**src/design/fcd_pkg.sv**
```systemverilog
// Shared types and constants for the framed command decoder.
// Depends on nothing; used by every module of the block.
package fcd_pkg;

  // Only this many leading bytes of a frame can decide a match: the longest
  // command has five letters and the byte after it must be zero.
  localparam int unsigned PREFIX_LEN = 6;
  localparam int unsigned PREFIX_IDX_W = 3;
  localparam int unsigned NUM_CMDS = 11;
  localparam int unsigned CMD_IDX_W = 4;
  localparam int unsigned CFG_IDX_W = 2;

  localparam logic [CFG_IDX_W-1:0] REG_START_CODE = 2'd0;
  localparam logic [CFG_IDX_W-1:0] REG_END_CODE = 2'd1;

  localparam logic [7:0] START_CODE_RST = 8'h02;
  localparam logic [7:0] END_CODE_RST = 8'h03;

  typedef enum logic [1:0] {
    REPLY_NONE = 2'd0,
    REPLY_ACK  = 2'd1,
    REPLY_NAK  = 2'd2
  } reply_kind_e;

  typedef enum logic [2:0] {
    ACT_NONE         = 3'd0,
    ACT_STOP_STREAM  = 3'd1,
    ACT_SEND_ALL     = 3'd2,
    ACT_SEND_SWITCH  = 3'd3,
    ACT_SEND_LIGHT   = 3'd4,
    ACT_START_STREAM = 3'd5,
    ACT_SET_INTERVAL = 3'd6
  } action_e;

  // Byte i of a word sits in element i; unused tail bytes are zero.
  typedef logic [PREFIX_LEN-1:0][7:0] word_t;

  localparam word_t CMD_WORD [NUM_CMDS] = '{
    {8'h00, 8'h00, 8'h00, 8'h00, 8'h00, "q"},
    {8'h00, "a", "_", "q", "e", "r"},
    {8'h00, "s", "_", "q", "e", "r"},
    {8'h00, "l", "_", "q", "e", "r"},
    {8'h00, 8'h00, 8'h00, 8'h00, 8'h00, "a"},
    {8'h00, 8'h00, 8'h00, 8'h00, 8'h00, "s"},
    {8'h00, 8'h00, 8'h00, 8'h00, 8'h00, "l"},
    {8'h00, 8'h00, 8'h00, "1", "i", "t"},
    {8'h00, 8'h00, 8'h00, "2", "i", "t"},
    {8'h00, 8'h00, 8'h00, "3", "i", "t"},
    {8'h00, 8'h00, 8'h00, "4", "i", "t"}
  };

  localparam logic [PREFIX_IDX_W-1:0] CMD_LEN [NUM_CMDS] = '{
    3'd1, 3'd5, 3'd5, 3'd5, 3'd1, 3'd1, 3'd1, 3'd3, 3'd3, 3'd3, 3'd3
  };

  localparam action_e CMD_ACTION [NUM_CMDS] = '{
    ACT_STOP_STREAM, ACT_SEND_ALL, ACT_SEND_SWITCH, ACT_SEND_LIGHT,
    ACT_START_STREAM, ACT_START_STREAM, ACT_START_STREAM,
    ACT_SET_INTERVAL, ACT_SET_INTERVAL, ACT_SET_INTERVAL, ACT_SET_INTERVAL
  };

  // Sensor choice for the start commands, interval index for the interval ones.
  localparam logic [1:0] CMD_ARG [NUM_CMDS] = '{
    2'd0, 2'd0, 2'd0, 2'd0, 2'd0, 2'd1, 2'd2, 2'd0, 2'd1, 2'd2, 2'd3
  };

  typedef struct packed {
    logic        stream_on;
    logic [1:0]  sensor;
    logic [1:0]  interval;
  } settings_t;

  typedef struct packed {
    reply_kind_e reply_kind;
    action_e     action_code;
    settings_t   settings;
  } match_t;

  typedef struct packed {
    logic [7:0]  echo_byte;
    logic        frame_done;
    reply_kind_e reply_kind;
    action_e     action_code;
    settings_t   settings;
  } result_t;

endpackage

```
**src/design/fcd_matcher.sv**
```systemverilog
// Compares the leading bytes of the frame text with the fixed command words.
// Depends on fcd_pkg.
module fcd_matcher (
  input  fcd_pkg::word_t     prefix_i,
  input  fcd_pkg::settings_t cur_i,
  output fcd_pkg::match_t    match_o
);

  logic [fcd_pkg::NUM_CMDS-1:0]  hit;
  logic [fcd_pkg::CMD_IDX_W-1:0] sel;
  logic                          found;
  fcd_pkg::action_e              act;

  // A word matches when every byte up to and including its terminator agrees.
  always_comb begin
    for (int c = 0; c < fcd_pkg::NUM_CMDS; c++) begin
      hit[c] = 1'b1;
      for (int i = 0; i < fcd_pkg::PREFIX_LEN; i++) begin
        if ((fcd_pkg::PREFIX_IDX_W'(i) <= fcd_pkg::CMD_LEN[c]) &&
            (prefix_i[i] != fcd_pkg::CMD_WORD[c][i])) begin
          hit[c] = 1'b0;
        end
      end
    end
  end

  // The earliest word in the list wins.
  always_comb begin
    sel   = '0;
    found = 1'b0;
    for (int c = fcd_pkg::NUM_CMDS - 1; c >= 0; c--) begin
      if (hit[c]) begin
        found = 1'b1;
        sel   = fcd_pkg::CMD_IDX_W'(c);
      end
    end
  end

  always_comb begin
    act                  = found ? fcd_pkg::CMD_ACTION[sel] : fcd_pkg::ACT_NONE;
    match_o.reply_kind   = found ? fcd_pkg::REPLY_ACK : fcd_pkg::REPLY_NAK;
    match_o.action_code  = act;
    match_o.settings     = cur_i;
    unique case (act)
      fcd_pkg::ACT_STOP_STREAM: begin
        match_o.settings.stream_on = 1'b0;
      end
      fcd_pkg::ACT_START_STREAM: begin
        match_o.settings.stream_on = 1'b1;
        match_o.settings.sensor    = fcd_pkg::CMD_ARG[sel];
      end
      fcd_pkg::ACT_SET_INTERVAL: begin
        match_o.settings.interval = fcd_pkg::CMD_ARG[sel];
      end
      default: begin
        match_o.settings = cur_i;
      end
    endcase
  end

endmodule

```
**src/design/fcd_frame_ctrl.sv**
```systemverilog
// Frame state, text prefix, fill count and the streaming settings; builds one
// result per byte. Depends on fcd_pkg and fcd_matcher.
module fcd_frame_ctrl #(
  parameter int unsigned BUF_DEPTH = 64
) (
  input  logic             clk_i,
  input  logic             rst_ni,
  input  logic             accept_i,
  input  logic [7:0]       rx_byte_i,
  input  logic [7:0]       start_code_i,
  input  logic [7:0]       end_code_i,
  output fcd_pkg::result_t result_o
);

  localparam int unsigned CntW = $clog2(BUF_DEPTH + 1);

  logic               in_frame_q, in_frame_d;
  fcd_pkg::word_t     prefix_q, prefix_d;
  logic [CntW-1:0]    fill_q, fill_d;
  logic               ovf_q, ovf_d;
  fcd_pkg::settings_t set_q, set_d;
  fcd_pkg::match_t    match;

  fcd_matcher u_matcher (
    .prefix_i (prefix_q),
    .cur_i    (set_q),
    .match_o  (match)
  );

  always_comb begin
    in_frame_d = in_frame_q;
    prefix_d   = prefix_q;
    fill_d     = fill_q;
    ovf_d      = ovf_q;
    set_d      = set_q;
    result_o.echo_byte   = rx_byte_i;
    result_o.frame_done  = 1'b0;
    result_o.reply_kind  = fcd_pkg::REPLY_NONE;
    result_o.action_code = fcd_pkg::ACT_NONE;
    priority if (!in_frame_q) begin
      if (rx_byte_i == start_code_i) begin
        in_frame_d = 1'b1;
        prefix_d   = '0;
        fill_d     = '0;
        ovf_d      = 1'b0;
      end
    end else if (rx_byte_i == end_code_i) begin
      in_frame_d          = 1'b0;
      result_o.frame_done = 1'b1;
      if (ovf_q) begin
        result_o.reply_kind = fcd_pkg::REPLY_NAK;
      end else begin
        result_o.reply_kind  = match.reply_kind;
        result_o.action_code = match.action_code;
        set_d                = match.settings;
      end
      prefix_d = '0;
      fill_d   = '0;
      ovf_d    = 1'b0;
    end else begin
      if (fill_q < CntW'(BUF_DEPTH)) begin
        // Only the leading bytes are kept; the rest are counted.
        for (int i = 0; i < fcd_pkg::PREFIX_LEN; i++) begin
          if (fill_q == CntW'(i)) begin
            prefix_d[i] = rx_byte_i;
          end
        end
        fill_d = fill_q + CntW'(1);
      end else begin
        ovf_d = 1'b1;
      end
    end
    result_o.settings = set_d;
  end

  always_ff @(posedge clk_i or negedge rst_ni) begin
    if (!rst_ni) begin
      in_frame_q <= 1'b0;
      prefix_q   <= '0;
      fill_q     <= '0;
      ovf_q      <= 1'b0;
      set_q      <= '0;
    end else if (accept_i) begin
      in_frame_q <= in_frame_d;
      prefix_q   <= prefix_d;
      fill_q     <= fill_d;
      ovf_q      <= ovf_d;
      set_q      <= set_d;
    end
  end

endmodule

```
**src/design/fcd_out_buf.sv**
```systemverilog
// Output register with a skid stage for the result items.
// Depends on fcd_pkg.
module fcd_out_buf (
  input  logic             clk_i,
  input  logic             rst_ni,
  input  logic             push_i,
  input  fcd_pkg::result_t data_i,
  output logic             full_o,
  output logic             out_valid_o,
  input  logic             out_stall_i,
  output fcd_pkg::result_t out_data_o
);

  logic             out_valid_q, skid_valid_q;
  fcd_pkg::result_t out_q, skid_q;

  always_ff @(posedge clk_i or negedge rst_ni) begin
    if (!rst_ni) begin
      out_valid_q  <= 1'b0;
      skid_valid_q <= 1'b0;
    end else begin
      if (push_i) begin
        if (out_valid_q && out_stall_i) begin
          skid_valid_q <= 1'b1;
        end else begin
          out_valid_q <= 1'b1;
        end
      end else if (!out_stall_i) begin
        out_valid_q  <= skid_valid_q;
        skid_valid_q <= 1'b0;
      end
    end
  end

  always_ff @(posedge clk_i) begin
    if (push_i) begin
      if (out_valid_q && out_stall_i) begin
        skid_q <= data_i;
      end else begin
        out_q <= data_i;
      end
    end else if (!out_stall_i && skid_valid_q) begin
      out_q <= skid_q;
    end
  end

  assign full_o      = skid_valid_q;
  assign out_valid_o = out_valid_q;
  assign out_data_o  = out_q;

endmodule

```
**src/design/framed_command_decoder_top.sv**
```systemverilog
// Throughput: one item per cycle while the skid stage is free; the frame state
// and the command match are settled in the accepting cycle and the result goes
// into the output register, or into the skid stage while the output is stalled.
// The skid stage lets one more item in while the output is stalled.
// Reset (asynchronous, active low) closes any frame, empties the text, clears
// the streaming settings and loads the default start and end codes.
module framed_command_decoder_top #(
  parameter int unsigned BUF_DEPTH = 64
) (
  input  logic       clk_i,
  input  logic       rst_ni,
  // Configuration writes
  input  logic       cfg_valid_i,
  output logic       cfg_ready_o,
  input  logic [1:0] cfg_index_i,
  input  logic [7:0] cfg_data_i,
  // Received bytes
  input  logic       in_valid_i,
  output logic       in_stall_o,
  input  logic [7:0] rx_byte_i,
  // Result items
  output logic       out_valid_o,
  input  logic       out_stall_i,
  output logic [7:0] echo_byte_o,
  output logic       frame_done_o,
  output logic [1:0] reply_kind_o,
  output logic [2:0] action_code_o,
  output logic       stream_enabled_o,
  output logic [1:0] sensor_select_o,
  output logic [1:0] interval_select_o
);

  logic [7:0]       start_q, end_q;
  logic             accept;
  logic             buf_full;
  fcd_pkg::result_t result, out_data;

  // Configuration is always taken; indexes beyond the two registers are ignored.
  assign cfg_ready_o = 1'b1;

  always_ff @(posedge clk_i or negedge rst_ni) begin
    if (!rst_ni) begin
      start_q <= fcd_pkg::START_CODE_RST;
      end_q   <= fcd_pkg::END_CODE_RST;
    end else if (cfg_valid_i) begin
      if (cfg_index_i == fcd_pkg::REG_START_CODE) begin
        start_q <= cfg_data_i;
      end
      if (cfg_index_i == fcd_pkg::REG_END_CODE) begin
        end_q <= cfg_data_i;
      end
    end
  end

  // A byte is taken whenever the skid stage is free.
  assign in_stall_o = buf_full;
  assign accept     = in_valid_i && !buf_full;

  fcd_frame_ctrl #(
    .BUF_DEPTH (BUF_DEPTH)
  ) u_frame_ctrl (
    .clk_i        (clk_i),
    .rst_ni       (rst_ni),
    .accept_i     (accept),
    .rx_byte_i    (rx_byte_i),
    .start_code_i (start_q),
    .end_code_i   (end_q),
    .result_o     (result)
  );

  fcd_out_buf u_out_buf (
    .clk_i       (clk_i),
    .rst_ni      (rst_ni),
    .push_i      (accept),
    .data_i      (result),
    .full_o      (buf_full),
    .out_valid_o (out_valid_o),
    .out_stall_i (out_stall_i),
    .out_data_o  (out_data)
  );

  assign echo_byte_o       = out_data.echo_byte;
  assign frame_done_o      = out_data.frame_done;
  assign reply_kind_o      = out_data.reply_kind;
  assign action_code_o     = out_data.action_code;
  assign stream_enabled_o  = out_data.settings.stream_on;
  assign sensor_select_o   = out_data.settings.sensor;
  assign interval_select_o = out_data.settings.interval;

  // A reply is given exactly when a frame closes.
  assert property (@(posedge clk_i) disable iff (!rst_ni)
    out_valid_o |-> (frame_done_o == (reply_kind_o != fcd_pkg::REPLY_NONE)))
    else $error("reply kind disagrees with frame_done");

  // After an accepted byte the output register holds an item in the next cycle.
  assert property (@(posedge clk_i) disable iff (!rst_ni)
    accept |=> out_valid_o)
    else $error("accepted item did not reach the output");

  // The skid stage is only used while the output register holds an item.
  assert property (@(posedge clk_i) disable iff (!rst_ni)
    buf_full |-> out_valid_o)
    else $error("skid stage filled ahead of the output register");

  // A start command always leaves streaming enabled.
  assert property (@(posedge clk_i) disable iff (!rst_ni)
    (out_valid_o && (action_code_o == fcd_pkg::ACT_START_STREAM)) |-> stream_enabled_o)
    else $error("start command did not enable streaming");

endmodule
```
**config.mk**
```make
export PLATFORM = sky130hd
export DESIGN_NAME = framed_command_decoder_top
export DESIGN_NICKNAME = d
export VERILOG_FILES = /design/src/design/fcd_pkg.sv /design/src/design/fcd_matcher.sv /design/src/design/fcd_frame_ctrl.sv /design/src/design/fcd_out_buf.sv /design/src/design/framed_command_decoder_top.sv
export SDC_FILE = /design/constraint.sdc
export NUM_CORES = 1
export LEC_CHECK = 0
export ABC_AREA = 1
export BUFFER_PORTS_ARGS = -buffer_cell sky130_fd_sc_hd__buf_4
export CAP_MARGIN = 20
export CORE_MARGIN = 2
export CORE_UTILIZATION = 24
export CTS_CLUSTER_DIAMETER = 100
export DETAILED_ROUTE_END_ITERATION = 10
export GPL_ROUTABILITY_DRIVEN = 0
export PLACE_DENSITY = 0.4
export SLEW_MARGIN = 25
export SYNTH_ARGS = -nofsm -noshare
export SYNTH_HDL_FRONTEND = slang
export SYNTH_SLANG_ARGS = --single-unit
```
**constraint.sdc**
```tcl
create_clock -name clk_i -period 4.2 [get_ports clk_i]
set_input_delay 0.84 -clock clk_i [delete_from_list [all_inputs] [get_ports clk_i]]
set_output_delay 0.84 -clock clk_i [all_outputs]
set_load 0.02 [all_outputs]
```
Word level (Yosys, flattened, before mapping):

Memories as Yosys holds them, arrays and structs flattened.
Cells that the tools add are included.

* multiplexer cells: 96
* magnitude comparators: 2
* add/sub/neg operators: 1
* reduce and logical (&&, ||, !) cells: 26
* equal/unequal tests: 39
* bitwise gates (word level): 1

Operators with widths (count)
* 2-to-1 mux 48 bit: 4
* != test 8 x 7 -> 1 bit, second input constant: 13
* 2-to-1 mux 19 bit: 3
* 2-to-1 mux 1 bit: 52
* 2-to-1 mux 8 bit: 6
* 2-to-1 mux 4 bit: 11
* != test 8 x 6 -> 1 bit, second input constant: 4
* 2-to-1 mux 7 bit: 4
* != test 3 bit, second input constant: 8
* AND reduction 4 bit: 6
* nonzero test 8 bit: 3
* == test 8 bit: 2
* 2-to-1 mux 5 bit: 3
* == test 7 x 2 -> 1 bit, second input constant: 2
* == test 7 x 3 -> 1 bit, second input constant: 2
* 2-to-1 mux 2 bit: 6
* 2-to-1 mux 3 bit: 4
* 2-to-1 mux 6 bit: 2
* AND reduction 2 bit: 6
* adder 7 x 1 -> 7 bit, second input constant: 1
* == test 7 x 1 -> 1 bit, second input constant: 1
* zero test 7 bit: 1
* < comparator 7 bit, second input constant: 1
* == test 3 bit, second input constant: 2
* other kinds (12): 18

* output and inout bits: 22
* memory bits (read-only): 80
* bits in registers: 118
* logic and storage cells: 197
* memories: 2
* input port bits: 23

Memory list
* (no name shown): words 16, bits a word 3, rd ports 1, clocked after Yosys merged registers in 0, write ports 0, line fcd_matcher.sv:40 `act = found ? fcd_pkg::CMD_ACTION[sel] : fcd_pkg::ACT_NONE;`
* (no name shown): words 16, bits a word 2, rd ports 1, clocked after Yosys merged registers in 0, write ports 0, line fcd_matcher.sv:53 `match_o.settings.interval = fcd_pkg::CMD_ARG[sel];`

Depth between registers and ports, before layout:

* depth in word-level cells: 28
* mapped depth: 20
* gate-level depth less buffers: 20

Hierarchy:

From an unflattened synthesis, not the netlist that was laid out.

* cells, all modules: 852
* area total of the unflattened synthesis: 6673.9 um^2

Modules (own cells, without submodules)
* fcd_frame_ctrl: cells each 432, area each 3329.4 um^2, instances 1
* fcd_out_buf: cells each 112, area each 1487.7 um^2, instances 1
* fcd_matcher: cells each 233, area each 1138.6 um^2, instances 1
* framed_command_decoder_top: cells each 75, area each 718.2 um^2, instances 1

Least setup slack after synthesis:

OpenSTA, ideal clock, no wires.

* kind: input to register
* from: in out_stall_i
* to: reg u_out_buf.out_q, in the netlist u_out_buf.out_data_o[0] (enable)
* path slack: 1553 ps
* setup time: 421 ps
* data arrival time: 2226 ps
* cell stages on the path: 1
* buffers on the path: 0
* data required time: 3779 ps
* cell sequence: o21ai_0

* longest elaborated chain between the ends: 4
* elaborated cells between the ends (all ways): 6
* those cells by class: 1 x eq/ne; 5 x reduce/logical

RTL lines
* from (decl): line framed_command_decoder_top.sv:23 `input logic out_stall_i,`
* zero test 1 bit
* logical AND 1 bit: line fcd_out_buf.sv:42 `end else if (!out_stall_i && skid_valid_q) begin`
* nonzero test 2 bit (no source line)
* AND reduction 2 bit (no source line) *
* to (signal assigned): line fcd_out_buf.sv:40 `out_q <= data_i;`
* to (signal assigned): line fcd_out_buf.sv:43 `out_q <= skid_q;`
* to (decl): line fcd_out_buf.sv:15 `fcd_pkg::result_t out_q, skid_q;`

Every way passes the cells marked *; elsewhere a longest branch is shown, timed or not.
A chain may end at the register's enable or synchronous reset.

==> results.py <==
metrics = {
    "sta": {
        "rsz0062_at_grt": "no",
        "fin_crit_sh_pct": 66.9,
        "setup_viol": 0,
        "period_minus_slack_ps": 2810,
        "slew_headroom_pct": 41.5,
        "postLayoutSetupSlackWorst_ps": 1390,
        "slew_violations": 0,
        "clock_skew_ps": 11.7,
        "tns_ps": 0,
        "hold_violations": 0,
        "max_freq_mhz": 356,
        "worstMarginPinSlew_ps": 877,
    },
    "cts": {
        "cts-htree-levels": 4,
        "clock_sinks": 118,
        "hold_buffers": 0,
        "cts_resized": 0,
        "ctsLongestPathBuffers": 2,
        "cts_inserted_buffers": 17,
        "clk-insertion-delay-late_ps": 420,
        "cts_tree": "built",
        "clk_pin_slew_ps": 60,
        "clockRootBuffer": "clkbuf_16",
        "post_cts_buffers": 0,
    },
    "yosys": {
        "synthCells": 725,
        "yosysWarnings": 0,
        "ys_ff_latch": 118,
        "syn_area_um2": 6110,
        "synth.distinct_cells": 41,
        "syn_avg_cell_area_um2": 8.43,
        "syn_nets": 756,
        "yosysSeqAreaShare_pct": 51.5,
    },
    "route": {
        "drc": 0,
        "drtIter0Drc": 249,
        "firstDrtPassIters": 4,
        "finalWirelength_mm": 15.0,
        "wl_per_cell_um": 13.3,
        "ant_nets": 0,
        "viasPerCell": 4.02,
        "vias": 4522,
    },
    "floorplanning": {
        "die_h_um": 164,
        "die_x_um": 164,
        "die_area_um2": 26800,
        "core_um2": 25100,
        "initial_core_util_pct": 24.3,
        "ioPinCount": 45,
        "rows": 58,
    },
    "setup_path": {
        "worstReg2RegEnd": "u_out_buf.out_data_o[0]$_DFFE_PP_",
        "reg2reg_slack_ps": 1390,
        "end_kind": "register",
        "crit_fanout": 4,
        "crit-reg2reg-launch": "u_frame_ctrl.prefix_q[29]$_DFFE_PN0P_",
        "crit_path_start_kind": "register",
        "worstPathArrival_ps": 2980,
        "r2r_cells": 18,
        "required_ps": 4370,
        "crit_type": "reg2reg",
    },
    "power_and_ir_drop": {
        "power.share.clock_pct": 40.3,
        "p_switching_uw": 1130,
        "p_seq_share_pct": 40.5,
        "intPower_uw": 2550,
        "total_power_uw": 3680,
        "p_leak_uw": 0.00355,
        "peakVddDrop_uv": 230,
        "powerDensity_nw_per_um2": 496,
        "netSwitchingFraction_pct": 30.6,
        "power.share.combinational_pct": 19.2,
    },
    "global_routing": {
        "grt_pass1_vias": 4477,
        "grt_use_total_pct": 12.1,
        "antenna_found_initial": 0,
        "grt_pass1_wl_mm": 24.5,
        "grt_max_degree": 61,
        "overflow": 0,
    },
    "finish": {
        "drive_gt1_share_pct": 21.3,
        "nFillCells": 2745,
        "area_growth_pct": 21.5,
        "antenna_cells": 0,
        "design_area_um2": 7420,
        "final_nets": 812,
    },
    "place": {
        "place_area_um2": 6820,
        "io_buffer_count": 43,
        "place_ws_ps": 1330,
        "dpl.hpwl_mm": 10.6,
    },
    "status": {
        "status": "finished clean",
    },
    "min_path": {
        "hold_depth": 2,
        "hold_path_end": "u_frame_ctrl.prefix_q[39]$_DFFE_PN0P_",
        "min_from": "u_frame_ctrl.prefix_q[39]$_DFFE_PN0P_",
        "hold_class": "reg2reg",
    },
    "run": {
        "drv_cap": 0,
    },
}
## final cells by class
type | instances | area, µm² | area share, %
Timing Repair Buffer | 48 | 360 | 4.85
Sequential cell | 118 | 3150 | 42.4
Inverter | 82 | 308 | 4.15
Clock inverter | 7 | 93.8 | 1.26
Clock buffer | 25 | 507 | 6.83
Tap cell | 330 | 413 | 5.56
Multi-Input combinational cell | 514 | 2600 | 35.0
## flip-flops by register name, summed over array words and instances, names as in the netlist
signal and count:
u_frame_ctrl.prefix_q 48, start_q 8, u_frame_ctrl.set_q 5, u_out_buf.out_data_o 19, end_q 8, u_frame_ctrl.in_frame_q 1
u_out_buf.full_o 1, u_out_buf.skid_q 19, u_frame_ctrl.fill_q 7, u_frame_ctrl.ovf_q 1, u_out_buf.out_valid_o 1
## critical path, stage by stage (launching register included)
cell and delay [ps]:
dfrtp_1 380, nor2_2 180, nand2_1 70, nor2_1 250
nand2_1 150, nor2_1 130, nand3_1 100, nand4_2 120
inv_1 80, ha_1 270, inv_1 40, nor2_2 240
nor2_4 100, nor2_8 130, nand3_2 80, nand2_1 70
nand2_2 50, nand2_2 60, nand2_1 60
## worst max-delay path by stage
stage,start,end,slack [ps],cells after the start
after floorplan,out_stall_i,u_out_buf.out_data_o[0]$_DFFE_PP_,1550,1
after global placement,in_valid_i,u_out_buf.out_data_o[5]$_DFFE_PP_,1300,5
after detailed placement,in_valid_i,u_out_buf.out_data_o[5]$_DFFE_PP_,1330,5
after CTS,u_frame_ctrl.prefix_q[29]$_DFFE_PN0P_,u_out_buf.out_data_o[1]$_DFFE_PP_,1330,18
after global routing,u_frame_ctrl.prefix_q[13]$_DFFE_PN0P_,u_out_buf.out_data_o[4]$_DFFE_PP_,1050,19
final,u_frame_ctrl.prefix_q[29]$_DFFE_PN0P_,u_out_buf.out_data_o[0]$_DFFE_PP_,1390,18
## metrics by stage
| step | util (%) | hold slack (ps) | std cells |
|---|---|---|---|
| floorplan | - | 449 | 725 |
| global placement | 27.1 | 465 | 1092 |
| detailed placement | 27.1 | 466 | 1092 |
| CTS | 29.5 | 481 | 1124 |
| global route | 29.6 | 511 | 1124 |
| finish | 29.6 | 478 | 1124 |
## per-layer routing
layer	vias up	wire [µm]	global-route usage, %
met5	-	0	0
met3	10	378	2.84
met2	46	6950	19.1
met4	0	155	3.51
li1	2389	-	-
met1	2077	7490	16.4
## logic make-up after synthesis
family                     Yosys count  synth area share (%)
and+or+nand+nor                    440                  34.0
DFF                                118                  51.5
buffers and inverters               93                  6.26
AOI/OAI and AO/OA                   57                  5.45
xor gates and xnor gates             8                  1.15
adders and majority gates            8                  1.64
other                                1                0.0614
## power by group through the flow
stage | Combinational (µW) | Sequential [µW] | Clock, µW
after floorplan | 473 | 1510 | 0
after global routing | 808 | 1520 | 1570
after detailed placement | 722 | 1510 | 0
after CTS | 723 | 1490 | 1520
final | 708 | 1490 | 1480
after global placement | 727 | 1510 | 0
## cells in the mapped netlist (all sizes together)
cell type | number | share of area, %
nor3 | 12 | 1.4
nand3b | 1 | 0.12
xnor2 | 5 | 0.72
nand4 | 13 | 1.4
xor2 | 3 | 0.43
or2 | 11 | 1.1
a21oi | 8 | 1.3
clkbuf | 5 | 0.31
nor4 | 1 | 0.10
o21ai | 46 | 3.8
nand2 | 285 | 19
o21bai | 1 | 0.12
and3 | 2 | 0.20
dfrtp | 77 | 32
edfxtp | 38 | 19
dfstp | 3 | 1.3
buf | 6 | 0.92
inv | 82 | 5.0
conb | 1 | 0.061
ha | 8 | 1.6
o211ai | 1 | 0.12
and2 | 1 | 0.14
nor2 | 90 | 7.7
nand3 | 24 | 2.9
a31oi | 1 | 0.10
## cell usage in the layout (no fill, tap or decap), types with 4 or more instances in the layout
cell type,instances
xnor2_1,5
nor2_1,69
dfrtp_1,77
ha_1,8
or2_2,7
inv_1,62
buf_4,48
edfxtp_1,38
nor2_4,8
inv_2,20
nand2_1,261
nand4_1,12
o21ai_0,35
nand2_2,20
nand3_2,4
or2_1,4
clkbuf_1,4
clkbuf_16,18
nand3_1,17
nor2_2,10
o21ai_1,10
nor3_1,9
nand2_4,4
No activity file was read; power rests on OpenSTA's default activity.
